==> src/cch_pkg.sv <==
// Package for the calibrated compass heading block.
// Holds field widths, fixed-point formats, status and state codes, and the CORDIC angle table.
// No dependencies; every other file in src imports it.
package cch_pkg;

  // Fixed widths of the request and result fields.
  localparam int SAMPLE_W  = 16;
  localparam int HEADING_W = 9;
  localparam int STATUS_W  = 2;

  // Fixed-point formats: scaled samples are Q2.16 and angles are Q11.16 degrees.
  localparam int FRAC_W = 16;
  localparam int QUO_W  = 17;               // magnitude of a scaled sample, at most 1.0
  localparam int FX_W   = QUO_W + 1;        // signed scaled sample
  localparam int XY_W   = 20;               // CORDIC vector, with room for the gain
  localparam int ANG_W  = 27;               // signed angle accumulator
  localparam int DEG_W  = ANG_W - FRAC_W;   // signed whole degrees

  // Quotient bits are produced one per cycle.
  localparam int DIV_CNT_W = 5;

  localparam int ANGLE_TABLE_LEN = 24;
  localparam int ANGLE_IDX_W     = 5;

  localparam logic signed [ANG_W-1:0] DEG_90  = ANG_W'(90 * 65536);
  localparam logic signed [ANG_W-1:0] DEG_180 = ANG_W'(180 * 65536);
  localparam logic signed [DEG_W-1:0] DEG_FULL_TURN = DEG_W'(360);

  // atan(2^-i) in degrees, Q11.16, rounded to nearest.
  localparam logic signed [ANG_W-1:0] ATAN_TABLE [ANGLE_TABLE_LEN] = '{
    27'sd2949120, 27'sd1740967, 27'sd919879, 27'sd466945,
    27'sd234379,  27'sd117305,  27'sd58666,  27'sd29335,
    27'sd14668,   27'sd7334,    27'sd3667,   27'sd1833,
    27'sd917,     27'sd458,     27'sd229,    27'sd115,
    27'sd57,      27'sd29,      27'sd14,     27'sd7,
    27'sd4,       27'sd2,       27'sd1,      27'sd0
  };

  typedef enum logic [STATUS_W-1:0] {
    ST_NEW       = 2'd0,
    ST_SPAN_ZERO = 2'd1,
    ST_HELD      = 2'd2
  } status_e;

  typedef enum logic [2:0] {
    S_IDLE,
    S_CHECK,
    S_DIV_X,
    S_DIV_Y,
    S_CORDIC,
    S_EMIT
  } state_e;

endpackage

==> src/cch_if.sv <==
// Valid/ready channel interfaces for the compass heading block.
// Depends on cch_pkg for the field widths.
interface cch_in_if import cch_pkg::*; ();
  logic                       valid;
  logic                       ready;
  logic                       read_ok;
  logic signed [SAMPLE_W-1:0] x_sample;
  logic signed [SAMPLE_W-1:0] y_sample;

  modport source (output valid, read_ok, x_sample, y_sample, input ready);
  modport sink   (input valid, read_ok, x_sample, y_sample, output ready);
endinterface

interface cch_out_if import cch_pkg::*; ();
  logic                 valid;
  logic                 ready;
  logic [HEADING_W-1:0] heading_deg;
  logic [STATUS_W-1:0]  status;

  modport source (output valid, heading_deg, status, input ready);
  modport sink   (input valid, heading_deg, status, output ready);
endinterface

==> src/cch_div.sv <==
// Restoring divider that scales a centered sample by its span into signed Q2.16.
// One quotient bit per cycle. Depends on cch_pkg.
module cch_div import cch_pkg::*; #(
  parameter int SAMPLE_WIDTH = 16
) (
  input  logic                   clk_i,
  input  logic                   rst_ni,
  input  logic                   start_i,
  input  logic                   neg_i,
  input  logic [SAMPLE_WIDTH:0]  mag_i,
  input  logic [SAMPLE_WIDTH:0]  den_i,
  output logic                   done_o,
  output logic signed [FX_W-1:0] quo_o
);

  localparam int SW = SAMPLE_WIDTH;

  logic                 busy_q, done_q;
  logic [DIV_CNT_W-1:0] cnt_q;
  logic [SW:0]          rem_q, den_q;
  logic [QUO_W-1:0]     shr_q, quo_q;
  logic                 neg_q;
  logic [SW+1:0]        trial, diff;
  logic                 ge;

  // One trial subtraction per cycle.
  always_comb begin
    trial = {rem_q, shr_q[QUO_W-1]};
    diff  = trial - {1'b0, den_q};
    ge    = trial >= {1'b0, den_q};
  end

  // Control: busy flag, step count and done pulse.
  always_ff @(posedge clk_i or negedge rst_ni) begin
    if (!rst_ni) begin
      busy_q <= 1'b0;
      done_q <= 1'b0;
      cnt_q  <= '0;
    end else begin
      done_q <= 1'b0;
      if (start_i) begin
        busy_q <= 1'b1;
        cnt_q  <= '0;
      end else if (busy_q) begin
        cnt_q <= cnt_q + 1'b1;
        if (cnt_q == DIV_CNT_W'(QUO_W - 1)) begin
          busy_q <= 1'b0;
          done_q <= 1'b1;
        end
      end
    end
  end

  // Datapath. The dividend is mag * 2^16; its top bits start as the remainder,
  // which is already below the divisor because the quotient fits in QUO_W bits.
  always_ff @(posedge clk_i) begin
    if (start_i) begin
      rem_q <= {1'b0, mag_i[SW:1]};
      shr_q <= {mag_i[0], {(QUO_W-1){1'b0}}};
      quo_q <= '0;
      den_q <= den_i;
      neg_q <= neg_i;
    end else if (busy_q) begin
      rem_q <= ge ? diff[SW:0] : trial[SW:0];
      shr_q <= {shr_q[QUO_W-2:0], 1'b0};
      quo_q <= {quo_q[QUO_W-2:0], ge};
    end
  end

  assign done_o = done_q;
  assign quo_o  = neg_q ? -$signed({1'b0, quo_q}) : $signed({1'b0, quo_q});

endmodule

==> src/cch_cordic.sv <==
// Vectoring CORDIC that returns atan2(y, x) in Q11.16 degrees, range (-180, 180].
// One micro-rotation per cycle; axis vectors finish at once. Depends on cch_pkg.
module cch_cordic import cch_pkg::*; #(
  parameter int CORDIC_STEPS = 16
) (
  input  logic                    clk_i,
  input  logic                    rst_ni,
  input  logic                    start_i,
  input  logic signed [FX_W-1:0]  fx_i,
  input  logic signed [FX_W-1:0]  fy_i,
  output logic                    done_o,
  output logic signed [ANG_W-1:0] angle_o
);

  localparam int CNT_W = (CORDIC_STEPS > 1) ? $clog2(CORDIC_STEPS) : 1;

  logic                    busy_q, done_q;
  logic [CNT_W-1:0]        step_q;
  logic signed [XY_W-1:0]  x_q, y_q, xs, ys;
  logic signed [ANG_W-1:0] z_q, ang;
  logic signed [XY_W-1:0]  fx_ext, fy_ext;
  logic                    on_axis;

  assign fx_ext  = XY_W'(fx_i);
  assign fy_ext  = XY_W'(fy_i);
  assign on_axis = (fy_i == '0) || (fx_i == '0);

  // Arithmetic shifts floor, as the rotation needs.
  always_comb begin
    xs  = x_q >>> step_q;
    ys  = y_q >>> step_q;
    ang = ATAN_TABLE[ANGLE_IDX_W'(step_q)];
  end

  // Control: step counter and done pulse.
  always_ff @(posedge clk_i or negedge rst_ni) begin
    if (!rst_ni) begin
      busy_q <= 1'b0;
      done_q <= 1'b0;
      step_q <= '0;
    end else begin
      done_q <= 1'b0;
      if (start_i) begin
        step_q <= '0;
        busy_q <= !on_axis;
        done_q <= on_axis;
      end else if (busy_q) begin
        step_q <= step_q + 1'b1;
        if (step_q == CNT_W'(CORDIC_STEPS - 1)) begin
          busy_q <= 1'b0;
          done_q <= 1'b1;
        end
      end
    end
  end

  // Vector and angle. Axis vectors get exact angles; the left half plane is
  // turned by a quarter first, with that quarter preloaded.
  always_ff @(posedge clk_i) begin
    if (start_i) begin
      x_q <= fx_ext;
      y_q <= fy_ext;
      z_q <= '0;
      if (fy_i == '0) begin
        z_q <= fx_i[FX_W-1] ? DEG_180 : '0;
      end else if (fx_i == '0) begin
        z_q <= fy_i[FX_W-1] ? -DEG_90 : DEG_90;
      end else if (fx_i[FX_W-1]) begin
        if (!fy_i[FX_W-1]) begin
          x_q <= fy_ext;
          y_q <= -fx_ext;
          z_q <= DEG_90;
        end else begin
          x_q <= -fy_ext;
          y_q <= fx_ext;
          z_q <= -DEG_90;
        end
      end
    end else if (busy_q) begin
      if (y_q > 0) begin
        x_q <= x_q + ys;
        y_q <= y_q - xs;
        z_q <= z_q + ang;
      end else begin
        x_q <= x_q - ys;
        y_q <= y_q + xs;
        z_q <= z_q - ang;
      end
    end
  end

  assign done_o  = done_q;
  assign angle_o = z_q;

endmodule

==> src/calibrated_compass_heading.sv <==
// Calibrated compass heading: min/max calibration, span scaling and CORDIC atan2.
// Sequence: a failed read goes straight to the emit state, and a zero span is found in the
// check state; a calibrated sample is divided for X then Y by the one shared bit-serial
// divider and then passes through the one CORDIC rotator before the emit state.
// Throughput: one request at a time; ready is low until the result is in the output register.
// Reset clears the bounds, the last heading, the sequencer and the output valid flag.
module calibrated_compass_heading import cch_pkg::*; #(
  parameter int CORDIC_STEPS = 16,
  parameter int SAMPLE_WIDTH = 16
) (
  input  logic     clk_i,
  input  logic     rst_ni,
  cch_in_if.sink   in_i,
  cch_out_if.source out_o
);

  localparam int SW = SAMPLE_WIDTH;

  state_e state_q, state_d;

  logic signed [SW-1:0]    x_s_q, y_s_q;
  logic signed [SW-1:0]    x_min_q, x_max_q, y_min_q, y_max_q;
  logic signed [SW-1:0]    x_new, y_new;
  logic [HEADING_W-1:0]    last_heading_q;
  logic [HEADING_W-1:0]    res_heading_q;
  status_e                 res_status_q;
  logic signed [FX_W-1:0]  fx_q;
  logic                    out_valid_q;
  logic [HEADING_W-1:0]    out_heading_q;
  status_e                 out_status_q;

  logic in_fire, out_free, emit, span_zero;
  logic div_start, div_done, cor_start, cor_done, axis_y;

  logic signed [SW-1:0]    lo, hi, v, mid;
  logic signed [SW:0]      sum, sum_adj, diff;
  logic [SW:0]             span, mag;
  logic signed [FX_W-1:0]  quo;
  logic signed [ANG_W-1:0] angle;
  logic [ANG_W-1:0]        angle_mag;
  logic signed [DEG_W-1:0] deg, deg_adj;
  logic [HEADING_W-1:0]    heading;

  assign in_fire   = in_i.valid && in_i.ready;
  assign out_free  = !out_valid_q || out_o.ready;
  assign x_new     = in_i.x_sample[SW-1:0];
  assign y_new     = in_i.y_sample[SW-1:0];
  assign span_zero = (x_min_q == x_max_q) || (y_min_q == y_max_q);

  // Next state.
  always_comb begin
    state_d = state_q;
    case (state_q)
      S_IDLE:   if (in_fire) state_d = in_i.read_ok ? S_CHECK : S_EMIT;
      S_CHECK:  state_d = span_zero ? S_EMIT : S_DIV_X;
      S_DIV_X:  if (div_done) state_d = S_DIV_Y;
      S_DIV_Y:  if (div_done) state_d = S_CORDIC;
      S_CORDIC: if (cor_done) state_d = S_EMIT;
      S_EMIT:   if (out_free) state_d = S_IDLE;
      default:  state_d = S_IDLE;
    endcase
  end

  // Sequencer outputs.
  always_comb begin
    in_i.ready = 1'b0;
    div_start  = 1'b0;
    cor_start  = 1'b0;
    axis_y     = 1'b0;
    emit       = 1'b0;
    case (state_q)
      S_IDLE:   in_i.ready = 1'b1;
      S_CHECK:  div_start = !span_zero;
      S_DIV_X: begin
        axis_y    = 1'b1;
        div_start = div_done;
      end
      S_DIV_Y:  cor_start = div_done;
      S_CORDIC: ;
      S_EMIT:   emit = out_free;
      default:  ;
    endcase
  end

  // Centering and span of the selected axis.
  always_comb begin
    lo      = axis_y ? y_min_q : x_min_q;
    hi      = axis_y ? y_max_q : x_max_q;
    v       = axis_y ? y_s_q : x_s_q;
    sum     = {hi[SW-1], hi} + {lo[SW-1], lo};
    sum_adj = sum + {{SW{1'b0}}, sum[SW]};
    mid     = sum_adj[SW:1];
    diff    = {v[SW-1], v} - {mid[SW-1], mid};
    mag     = diff[SW] ? -diff : diff;
    span    = {hi[SW-1], hi} - {lo[SW-1], lo};
  end

  cch_div #(
    .SAMPLE_WIDTH(SAMPLE_WIDTH)
  ) u_div (
    .clk_i   (clk_i),
    .rst_ni  (rst_ni),
    .start_i (div_start),
    .neg_i   (diff[SW]),
    .mag_i   (mag),
    .den_i   (span),
    .done_o  (div_done),
    .quo_o   (quo)
  );

  cch_cordic #(
    .CORDIC_STEPS(CORDIC_STEPS)
  ) u_cordic (
    .clk_i   (clk_i),
    .rst_ni  (rst_ni),
    .start_i (cor_start),
    .fx_i    (fx_q),
    .fy_i    (quo),
    .done_o  (cor_done),
    .angle_o (angle)
  );

  // Whole degrees, truncated toward zero, folded into 1..360.
  always_comb begin
    angle_mag = angle[ANG_W-1] ? -angle : angle;
    deg       = DEG_W'(angle_mag[ANG_W-1:FRAC_W]);
    if (angle[ANG_W-1]) deg = -deg;
    deg_adj = deg;
    if (deg <= 0) begin
      deg_adj = deg + DEG_FULL_TURN;
    end else if (deg > DEG_FULL_TURN) begin
      deg_adj = deg - DEG_FULL_TURN;
    end
    heading = deg_adj[HEADING_W-1:0];
  end

  // Sequencer state, calibration bounds, last heading and the output register.
  always_ff @(posedge clk_i or negedge rst_ni) begin
    if (!rst_ni) begin
      state_q        <= S_IDLE;
      x_min_q        <= '0;
      x_max_q        <= '0;
      y_min_q        <= '0;
      y_max_q        <= '0;
      last_heading_q <= '0;
      out_valid_q    <= 1'b0;
    end else begin
      state_q <= state_d;
      if (in_fire && in_i.read_ok) begin
        if (x_new < x_min_q) x_min_q <= x_new;
        if (x_new > x_max_q) x_max_q <= x_new;
        if (y_new < y_min_q) y_min_q <= y_new;
        if (y_new > y_max_q) y_max_q <= y_new;
      end
      if (state_q == S_CORDIC && cor_done) last_heading_q <= heading;
      if (emit) begin
        out_valid_q <= 1'b1;
      end else if (out_o.ready) begin
        out_valid_q <= 1'b0;
      end
    end
  end

  // Payload registers.
  always_ff @(posedge clk_i) begin
    if (in_fire) begin
      x_s_q <= x_new;
      y_s_q <= y_new;
      if (!in_i.read_ok) begin
        res_heading_q <= last_heading_q;
        res_status_q  <= ST_HELD;
      end
    end
    if (state_q == S_CHECK && span_zero) begin
      res_heading_q <= '0;
      res_status_q  <= ST_SPAN_ZERO;
    end
    if (state_q == S_DIV_X && div_done) fx_q <= quo;
    if (state_q == S_CORDIC && cor_done) begin
      res_heading_q <= heading;
      res_status_q  <= ST_NEW;
    end
    if (emit) begin
      out_heading_q <= res_heading_q;
      out_status_q  <= res_status_q;
    end
  end

  assign out_o.valid       = out_valid_q;
  assign out_o.heading_deg = out_heading_q;
  assign out_o.status      = out_status_q;

  // The sequencer takes one request at a time.
  a_busy_after_request: assert property (@(posedge clk_i) disable iff (!rst_ni)
    in_fire |=> !in_i.ready)
    else $error("request accepted while the previous one is in progress");

  // Bounds stay ordered.
  a_bounds_ordered: assert property (@(posedge clk_i) disable iff (!rst_ni)
    (x_min_q <= x_max_q) && (y_min_q <= y_max_q))
    else $error("calibration bounds out of order");

  // A fresh heading lies in 1..360.
  a_heading_range: assert property (@(posedge clk_i) disable iff (!rst_ni)
    (out_valid_q && out_status_q == ST_NEW) |->
      (out_heading_q != '0) && (out_heading_q <= HEADING_W'(360)))
    else $error("new heading outside 1..360");

  // A zero span reports heading zero.
  a_span_zero_heading: assert property (@(posedge clk_i) disable iff (!rst_ni)
    (out_valid_q && out_status_q == ST_SPAN_ZERO) |-> (out_heading_q == '0))
    else $error("zero-span result with nonzero heading");

endmodule
==> src/flat_wrapper.sv <==
// flat-port wrapper written by rule: the top's interface ports become plain ports
module calibrated_compass_heading_flat import cch_pkg::*;
#(
  parameter int CORDIC_STEPS = 16,
  parameter int SAMPLE_WIDTH = 16
)
  (clk_i, rst_ni, in_i_valid, in_i_read_ok, in_i_x_sample, in_i_y_sample, in_i_ready, out_o_valid, out_o_heading_deg, out_o_status, out_o_ready);
  cch_in_if in_i_i ();
  cch_out_if out_o_i ();
  input  logic clk_i;
  input  logic rst_ni;
  input wire logic [$bits(in_i_i.valid)-1:0] in_i_valid;
  input wire logic [$bits(in_i_i.read_ok)-1:0] in_i_read_ok;
  input wire logic [$bits(in_i_i.x_sample)-1:0] in_i_x_sample;
  input wire logic [$bits(in_i_i.y_sample)-1:0] in_i_y_sample;
  output wire logic [$bits(in_i_i.ready)-1:0] in_i_ready;
  output wire logic [$bits(out_o_i.valid)-1:0] out_o_valid;
  output wire logic [$bits(out_o_i.heading_deg)-1:0] out_o_heading_deg;
  output wire logic [$bits(out_o_i.status)-1:0] out_o_status;
  input wire logic [$bits(out_o_i.ready)-1:0] out_o_ready;
  assign in_i_i.valid = in_i_valid;
  assign in_i_i.read_ok = in_i_read_ok;
  assign in_i_i.x_sample = in_i_x_sample;
  assign in_i_i.y_sample = in_i_y_sample;
  assign in_i_ready = in_i_i.ready;
  assign out_o_valid = out_o_i.valid;
  assign out_o_heading_deg = out_o_i.heading_deg;
  assign out_o_status = out_o_i.status;
  assign out_o_i.ready = out_o_ready;
  calibrated_compass_heading #(.CORDIC_STEPS(CORDIC_STEPS), .SAMPLE_WIDTH(SAMPLE_WIDTH)) u_core (.clk_i(clk_i), .rst_ni(rst_ni), .in_i(in_i_i), .out_o(out_o_i));
endmodule
==> config.mk <==
export PLATFORM = sky130hd
export DESIGN_NAME = calibrated_compass_heading_flat
export DESIGN_NICKNAME = d
export VERILOG_FILES = /design/src/cch_pkg.sv /design/src/cch_if.sv /design/src/cch_div.sv /design/src/cch_cordic.sv /design/src/calibrated_compass_heading.sv /design/src/flat_wrapper.sv
export SDC_FILE = /design/constraint.sdc
export NUM_CORES = 1
export LEC_CHECK = 0
export ABC_CLOCK_PERIOD_IN_PS = 6900
export BUFFER_PORTS_ARGS = -buffer_cell sky130_fd_sc_hd__buf_2
export CORE_MARGIN = 8
export CORE_UTILIZATION = 50
export DETAILED_ROUTE_END_ITERATION = 7
export PLACE_DENSITY = 0.72
export SLEW_MARGIN = 20
export SYNTH_ARGS = -nofsm -noshare
export SYNTH_HDL_FRONTEND = slang
export SYNTH_SLANG_ARGS = --single-unit
==> constraint.sdc <==
create_clock -name clk_i -period 6.9 [get_ports clk_i]
set_clock_uncertainty 0.1 [all_clocks]
set_input_delay 1.38 -clock clk_i [delete_from_list [all_inputs] [get_ports clk_i]]
set_output_delay 1.38 -clock clk_i [all_outputs]
set_load 0.01 [all_outputs]
== After elaboration in Yosys (flattened, before gate mapping) ==
Memories as Yosys holds them, arrays and structs flattened.
Cells that the tools add are included.

* Memories kept: 1
* Output and inout port bits: 13
* Logic and storage cells: 185
* Input bits: 37
* Memory bits (read-only): 864
* Bits in registers: 282

{| class="wikitable"
|+ Memory list
! name !! words !! width !! read ports !! clocked after memory_dff !! wr ports !! RTL line !! source
|-
| (name not given) || 32 || 27 || 1 || 0 || 0 || cch_cordic.sv:32 || <nowiki>ang = ATAN_TABLE[ANGLE_IDX_W'(step_q)];</nowiki>
|}

* Reduce and logical (&&, ||, !) cells: 28
* Equality and inequality tests: 16
* Order comparisons: 9
* Muxes and demuxes: 76
* Bitwise gates (word level): 2
* Add/subtract/negate cells: 21
* Shift-type cells: 2

{| class="wikitable"
|+ Operator list
! kind !! count
|-
| $mux W20 || 14
|-
| $mux W27 || 10
|-
| $mux W16 || 5
|-
| $mux W17 || 4
|-
| $mux W9 || 6
|-
| $add A20 B20 Y20 || 2
|-
| $neg A18 Y20 || 2
|-
| $sshr A20 B4 Y20 || 2
|-
| $sub A20 B20 Y20 || 2
|-
| $logic_not A18 Y1 || 2
|-
| $sub A16 B16 Y17 || 2
|-
| $eq A16 B16 Y1 || 2
|-
| $gt A16 B16 Y1 || 2
|-
| $lt A16 B16 Y1 || 2
|-
| $add A27 B27 Y27 || 1
|-
| $neg A27 Y27 || 1
|-
| $sub A27 B27 Y27 || 1
|-
| $mux W24 || 1
|-
| $mux W1 || 21
|-
| $mux W3 || 7
|-
| $gt A20 B1 Y1 const B || 1
|-
| $ge A18 B17 Y1 || 1
|-
| $mux W18 || 1
|-
| $neg A17 Y18 || 1
|-
| 36 further kinds || 61
|}

== Logic depth before layout (Yosys ltp) ==
Gate-level depths: netlist of run 1.

* Depth after elaboration: 9
* Gate-level depth with buffers: 36
* Mapped depth without buffers: 35

== Hierarchy ==
A second synthesis of run 1 with hierarchy kept.

* Cells, all modules: 2844
* Area total of the unflattened synthesis: 25991.2 µm²

{| class="wikitable"
|+ Modules (own cells, without submodules)
! module !! cells an instance !! instances !! area an instance (µm²)
|-
| calibrated_compass_heading || 1192 || 1 || 11536.1
|-
| cch_cordic || 1279 || 1 || 10826.6
|-
| cch_div || 373 || 1 || 3628.5
|}

== Least setup slack after synthesis of run 1 ==
No wires, ideal clock.

* Path type: register -> register
* Start: register u_core.state_q[2]
* End: register u_core.u_div.rem_q[12], data pin
* Setup time: 0.275 ns
* Period minus slack after synthesis: 6.924 ns
* Stages on the path, launching flop included: 30
* Arrival time: 6.549 ns
* Required time: 6.525 ns
* Slack: -0.024 ns
* Path through: dfrtp_1 > nand2b_1 > nor2_1 > clkbuf_1 > clkbuf_1 > o21ai_0 > ha_1 > nor2b_1 > o21a_1 > o21a_1 > o211ai_1 > a21oi_1 > o21a_1 > o21ai_0 > a21oi_1 > nor2_1 > ha_1 > nand2_1 > nor3_1 > inv_1 > nor4_1 > nor3b_1 > mux2_2 > a21oi_1 > ha_1 > a31oi_1 > clkinv_1 > o21ai_0 > xor2_1 > mux2i_1

* Elaborated cells on any way between the ends: 13

{| class="wikitable"
|+ RTL lines
! what !! RTL line !! source
|-
| from (decl) || calibrated_compass_heading.sv:19 || <nowiki>state_e state_q, state_d;</nowiki>
|-
| from (signal assigned) || calibrated_compass_heading.sv:148 || <nowiki>state_q <= state_d;</nowiki>
|-
| $eq A3 B2 Y1 * || calibrated_compass_heading.sv:71 || <nowiki>case (state_q)</nowiki>
|-
| $mux W1 * || calibrated_compass_heading.sv:71 ||
|-
| $mux W16 (on tied branches) || calibrated_compass_heading.sv:88, calibrated_compass_heading.sv:87 ||
|-
| $add A16 B16 Y17 || calibrated_compass_heading.sv:90 || <nowiki>sum = {hi[SW-1], hi} + {lo[SW-1], lo};</nowiki>
|-
| $add A17 B1 Y17 || calibrated_compass_heading.sv:91 || <nowiki>sum_adj = sum + {{SW{1'b0}}, sum[SW]};</nowiki>
|-
| $sub A16 B16 Y17 * || calibrated_compass_heading.sv:93 || <nowiki>diff = {v[SW-1], v} - {mid[SW-1], mid};</nowiki>
|-
| named net u_core.u_div.neg_i || cch_div.sv:9 || <nowiki>input logic neg_i,</nowiki>
|-
| $mux W17 * || calibrated_compass_heading.sv:94 || <nowiki>mag = diff[SW] ? -diff : diff;</nowiki>
|-
| $mux W16 * || cch_div.sv:57 || <nowiki>if (start_i) begin</nowiki>
|-
| to (signal assigned) || cch_div.sv:58 || <nowiki>rem_q <= {1'b0, mag_i[SW:1]};</nowiki>
|-
| to (signal assigned) || cch_div.sv:64 || <nowiki>rem_q <= ge ? diff[SW:0] : trial[SW:0];</nowiki>
|-
| to (decl) || cch_div.sv:20 || <nowiki>logic [SW:0] rem_q, den_q;</nowiki>
|}

Mark *: on every way through the listed nets, which the timed path passes. The rest lies on a longest branch.
A chain may end at the register's enable or synchronous reset.

== Worst setup path in the final report of run 1 ==
* Start: register u_core.state_q[2]
* End: register u_core.u_div.rem_q[13], data pin

* Cells in the longest elaborated chain, start to end: 9
* Elaborated cells on any way between the ends: 13

{| class="wikitable"
|+ Ends and longest elaborated chain
! what !! RTL line
|-
| $eq A3 B2 Y1 || calibrated_compass_heading.sv:71
|-
| $mux W1 || calibrated_compass_heading.sv:71
|-
| $mux W16 (on tied branches) || calibrated_compass_heading.sv:88, calibrated_compass_heading.sv:87
|-
| $add A16 B16 Y17 || calibrated_compass_heading.sv:90
|-
| $add A17 B1 Y17 || calibrated_compass_heading.sv:91
|-
| $sub A16 B16 Y17 || calibrated_compass_heading.sv:93
|-
| $neg A17 Y17 || calibrated_compass_heading.sv:94
|-
| $mux W17 || calibrated_compass_heading.sv:94
|-
| $mux W16 * || cch_div.sv:57
|}

Mark *: on every way between the ends. The rest lies on a longest branch, timed or not.

==> flow_summary_export.csv, run 1 <==
group,metric,value,unit
run_status,status,"finished, final reports clean",
synth,netlist-cell-type-count,84,
clocking,clkLatencyLatePin,580,ps
synth,synth_edf_count,172,
setup_path,worst-setup-path-type,"reg -> reg",
synth,yosysTopAreaCellShare,0.206,
finish,final_common_cell,"nor2_1",
finish,layout_common_cells,"nor2_1, ha_1, nand2_1",
routing,via_per_inst,5.99,
setup_path,worstPathRequired,7050,ps
grt,use_met3,0.0375,
worst_hold_path,hold_path_class,"reg -> reg",
routing,ant_nets,0,
sta,fmax,0.150,GHz
finish,finalNetCount,3044,
die,die_area,57600,um2
synth,synth_area_leaders,"edfxtp_1, ha_1, dfrtp_1",
setup_path,endpoint_kind,"flip-flop",
die,num_rows,82,
finish,diodes,0,
place,dp.final_hpwl,48.9,mm
clocking,cts_sinks,282,
setup_path,cp_max_fo,18,
die,die_w,240,um
routing,drtIter0Drc,1658,
sta,tns,0,ps
synth,syn_inst,2765,
synth,ys_warn_count,0,
place,gp_congestion,0.930,
die,core,49900,um2
synth,syn-num-nets,3018,
die,fp.dieH,240,um
clocking,cts_made_buffers,34,
synth,avgSynthCellArea,9.07,um2
grt,overflow,0,
grt,grt_max_degree,72,
place,port-buffer-count,49,
place,dp_cells,3414,
sta,setup_violations,0,
die,io_pins,50,
routing,dr_total_vias,20900,
finish,area_delta_synth_final,9.55,%
routing,first_pass_iters,5,
place,placed_cell_area,26100,um2
grt,grt_pass1_vias,20600,
finish,design_area,27500,um2
sta,slew_viol_final,0,
synth,ys_ff_latch,282,
run,maxCapViolCount,0,
clocking,clk_path_buf_depth,3,
setup_path,critPathSlowestCell,"or3_1",
grt,track_usage,0.220,
setup_path,critPathMaxStageDelay,450,ps
clocking,clk_pin_slew,60,ps
grt,antenna_found_initial,0,
die,start_util,0.503,
finish,drive_gt1_frac,0.133,
grt,grt_use_met1,0.272,
synth,synthFlopType,"edfxtp_1",
grt,grt_pass1_wl,105,mm
clocking,htree_levels,2,
sta,min_period,6650,ps
synth,yosysTopAreaCell,"edfxtp_1",
clocking,cts-hold-fix-buffers,0,
grt,grt.met2_usage,0.380,
setup_path,cp-start-kind,"flip-flop",
sta,max_slew.worst_pin.slew,1050,ps
routing,routed_wl,65.0,mm
clocking,root_buffer,"clkbuf_16",
setup_path,cp_common_cell,"buf_4",
synth,ys_seq_area_frac,0.312,
grt,grt_most_used_layer,"met2",
finish,utilization,0.551,
setup_path,cp.arrival,6800,ps
sta,slew_headroom,0.300,
finish,fin_cells,3488,
routing,avgRoutedWirePerCell,18.6,um
synth,async_flop_share,0.319,
sta,timing.final.crit_share,0.964,
routing,route.detailed.drc,0,
sta,hold_violations,0,
clocking,cts_tree,"built",
synth,syn_area,25100,um2
==> cell type report <==
class,count,area [um2]
clock inverter,13,140
fill,4460,22400
clock buffer,48,983
tap,672,841
multi-input combinational,2177,16200
inverter,185,696
sequential,282,7820
timing repair buffer,111,773
==> state kept, by name, indices dropped and copies added, names as in the netlist, 17 cells and up <==
| name | cells |
|---|---|
| u_core.u_div.rem_q | 17 |
| u_core.u_cordic.y_q | 20 |
| u_core.u_cordic.angle_o | 27 |
| u_core.u_div.quo_q | 17 |
| u_core.fx_q | 18 |
| u_core.u_cordic.x_q | 20 |
| u_core.u_div.den_q | 17 |
==> cell families after synthesis <==
logic type / count (synthesis) / share of synthesized area
AND/OR/NAND/NOR: 807 / 0.158
buffers and inverters: 306 / 0.0476
adder cells (fa/ha/maj): 216 / 0.110
flip-flops: 282 / 0.312
AO/OA/AOI/OAI: 672 / 0.170
XOR/XNOR: 277 / 0.0967
multiplexers: 205 / 0.106
==> routing by layer <==
layer | vias up | wire length (um)
met2 | 589 | 31300
met3 | 147 | 3510
met1 | 10000 | 27600
met5 | - | 0
met4 | 0 | 2550
li1 | 10100 | -
==> timing repair <==
action                     4_1_cts  5_1_grt
pin swaps                        0       16
gates cloned                     0        2
gates resized for setup          4       27
setup endpoints to repair        8       17
buffers inserted                 0       11
==> synthesized netlist by cell type (30+ instances only) <==
cell and number:
mux2i_1 63, clkbuf_1 88, nand2b_1 43, o21ai_0 181, nor2b_1 37, xor2_1 112, nor2_1 244, a21oi_1 175
edfxtp_1 172, dfrtp_1 90, a21o_1 50, nor4_1 30, mux2_2 103, nor3_1 49, ha_1 209, xnor2_1 165
nand2_1 193, mux4_2 39, inv_1 180, nand4_1 42, nand3_1 44
==> through the flow <==
step                hold slack, ps  setup WS (ps)
CTS                            317           56.9
global placement               302            118
global route                   320           -206
finish                         313            248
floorplan                      300            143
detailed placement             305           -135
==> worst paths after layout <==
kind	slack, ps	end	startpoint	cells past startpoint
max in group asynchronous	4850	u_core.u_cordic.step_q[0]$_DFFE_PN0P_	rst_ni	2
min in group asynchronous	810	u_core.x_max_q[9]$_DFFE_PN0P_	rst_ni	1
hold / removal	310	u_core.out_o.heading_deg[3]$_DFFE_PP_	u_core.res_heading_q[3]$_DFFE_PP_	0
setup reg to reg	250	u_core.u_div.rem_q[13]$_DFFE_PP_	u_core.state_q[2]$_DFFE_PN0P_	30
hold reg to reg	310	u_core.out_o.heading_deg[3]$_DFFE_PP_	u_core.res_heading_q[3]$_DFFE_PP_	0
setup / recovery	250	u_core.u_div.rem_q[13]$_DFFE_PP_	u_core.state_q[2]$_DFFE_PN0P_	30
==> critical path: cells and delay by family (launching register included) <==
kind            cells  cell delay, ps
xor+xnor            2             280
flops               1             370
mux                 1              90
simple gates       10            1920
compound gates      9            2050
fa+ha+maj           3             850
buf+inv             5             680
Power of run 1 is left out: the tool's default activity adds up to more than one toggle a clock period on the data nets, which glitch-free logic cannot reach.
==> run 2: changes to the inputs <==
--- a/config.mk
+++ b/config.mk
@@ -10,7 +10,7 @@
 export CORE_MARGIN = 8
 export CORE_UTILIZATION = 50
 export DETAILED_ROUTE_END_ITERATION = 7
-export PLACE_DENSITY = 0.72
+export PLACE_DENSITY = 0.68
 export SLEW_MARGIN = 20
 export SYNTH_ARGS = -nofsm -noshare
 export SYNTH_HDL_FRONTEND = slang
==> run 2 against run 1 <==
Effect of this change:
- flip-flop and latch count unchanged
- wire length up 2.0%
- final area barely moved
- die area is the same
- core utilization about the same
- worst setup slack improved by 22 ps
==> flow_summary_export.csv, run 2 (same netlist as run 1, synthesis figures left out) <==
group,metric,value,unit
setup_path,cp_max_fo,6,
sta,max_slew.worst_pin.slew,993,ps
die,io_pins,50,
sta,hold_violations,0,
setup_path,path_buf_inv,3,
clocking,clkLatencyLatePin,560,ps
die,die_area,57600,um2
setup_path,critPathMaxStageDelay,500,ps
finish,largest_reg_flops,27,
finish,drive_gt1_frac,0.137,
place,dp_cells,3410,
clocking,clk_path_buf_depth,3,
grt,grt_pass1_vias,20600,
routing,dr_total_vias,20900,
grt,overflow,0,
place,dp.final_hpwl,50.0,mm
clocking,cts_sinks,282,
grt,grt_pass1_wl,107,mm
setup_path,cp-start-kind,"flip-flop",
finish,fin_cells,3487,
clocking,root_buffer,"clkbuf_16",
sta,setup_violations,0,
routing,route.detailed.drc,0,
setup_path,worstPathRequired,7050,ps
routing,drtIter0Drc,1561,
setup_path,critPathSlowestCell,"or4_4",
grt,antenna_found_initial,0,
sta,slew_viol_final,0,
place,port-buffer-count,49,
setup_path,endpoint_kind,"flip-flop",
clocking,clk_pin_slew,60,ps
sta,fmax,0.151,GHz
die,die_w,240,um
sta,timing.final.crit_share,0.961,
grt,grt_max_degree,71,
routing,ant_nets,0,
die,fp.dieH,240,um
setup_path,worst-setup-path-type,"reg -> reg",
run,maxCapViolCount,0,
sta,tns,0,ps
finish,diodes,0,
routing,via_per_inst,6.00,
sta,slew_headroom,0.330,
die,num_rows,82,
routing,first_pass_iters,5,
die,core,49900,um2
routing,avgRoutedWirePerCell,19.0,um
clocking,cts_tree,"built",
sta,min_period,6630,ps
setup_path,cp_common_cell,"o21a_1",
finish,finalNetCount,3042,
clocking,cts_made_buffers,35,
finish,layout_common_cells,"nor2_1, ha_1, nand2_1",
worst_hold_path,hold_path_class,"reg -> reg",
setup_path,path_delay_family,"compound AO/OA/AOI/OAI gates",
finish,final_common_cell,"nor2_1",
place,gp_congestion,0.928,
run_status,status,"finished, final reports clean",
routing,routed_wl,66.4,mm
grt,track_usage,0.227,
finish,area_delta_synth_final,9.61,%
die,start_util,0.503,
clocking,htree_levels,2,
setup_path,cp.arrival,6780,ps
==> run 2: cell type report <==
class / instances / area [um2]
fillers: 4471 / 22400
multi-input cells: 2177 / 16300
flip-flops and latches: 282 / 7820
clock buffers: 41 / 947
well taps: 672 / 841
repair buffers: 108 / 762
inverters: 185 / 697
clock inverters: 22 / 145
==> run 2: routing by layer <==
layer / vias to the layer above / track usage / part of all wire
met5: - / 0 / 0
met4: 0 / 0.0888 / 0.035
met3: 131 / 0.0256 / 0.042
met2: 563 / 0.398 / 0.50
met1: 10100 / 0.284 / 0.43
li1: 10100 / - / -
==> run 2: final timing paths <==
path                                                   start                                     to  slack [ps]  depth (start not counted)
max in group asynchronous                             rst_ni   u_core.last_heading_q[0]$_DFFE_PN0P_        4820                          2
min in group asynchronous                             rst_ni      u_core.u_div.cnt_q[1]$_DFFE_PN0P_         790                          1
hold / removal             u_core.res_heading_q[5]$_DFFE_PP_  u_core.out_o.heading_deg[5]$_DFFE_PP_         310                          0
hold reg to reg            u_core.res_heading_q[5]$_DFFE_PP_  u_core.out_o.heading_deg[5]$_DFFE_PP_         310                          0
setup reg to reg               u_core.state_q[2]$_DFFE_PN0P_       u_core.u_div.rem_q[14]$_DFFE_PP_         270                         32
setup / recovery               u_core.state_q[2]$_DFFE_PN0P_       u_core.u_div.rem_q[14]$_DFFE_PP_         270                         32
==> run 2: worst register-to-register path: cells and delay by family, from the launching register on <==
family                   cells  cell delay, ps
AO/OA/AOI/OAI               12            2360
XOR/XNOR                     2             350
adder cells (fa/ha/maj)      4             950
buffers and inverters        3             260
flip-flops                   1             380
multiplexers                 2             350
AND/OR/NAND/NOR              9            1620
==> run 2: what timing repair did <==
| item | 4_1_cts | 5_1_grt |
|---|---|---|
| endpoints found under the setup margin | 8 | 17 |
| buffers inserted | 1 | 11 |
| hold buffers | 0 | 0 |
| cloned | 1 | 1 |
| resized for setup | 6 | 37 |
| pin swaps | 1 | 23 |
==> run 2: stage by stage <==
stage               hold slack, ps  utilization  area, um2  setup slack (ps)
floorplan                      300            -      25100               143
global placement               304        0.523      26100              37.2
detailed placement             305        0.523      26100              -236
CTS                            316        0.546      27200              20.0
global route                   327        0.551      27500              -101
finish                         313        0.551      27500               270
Power of run 2 is left out for the same reason.
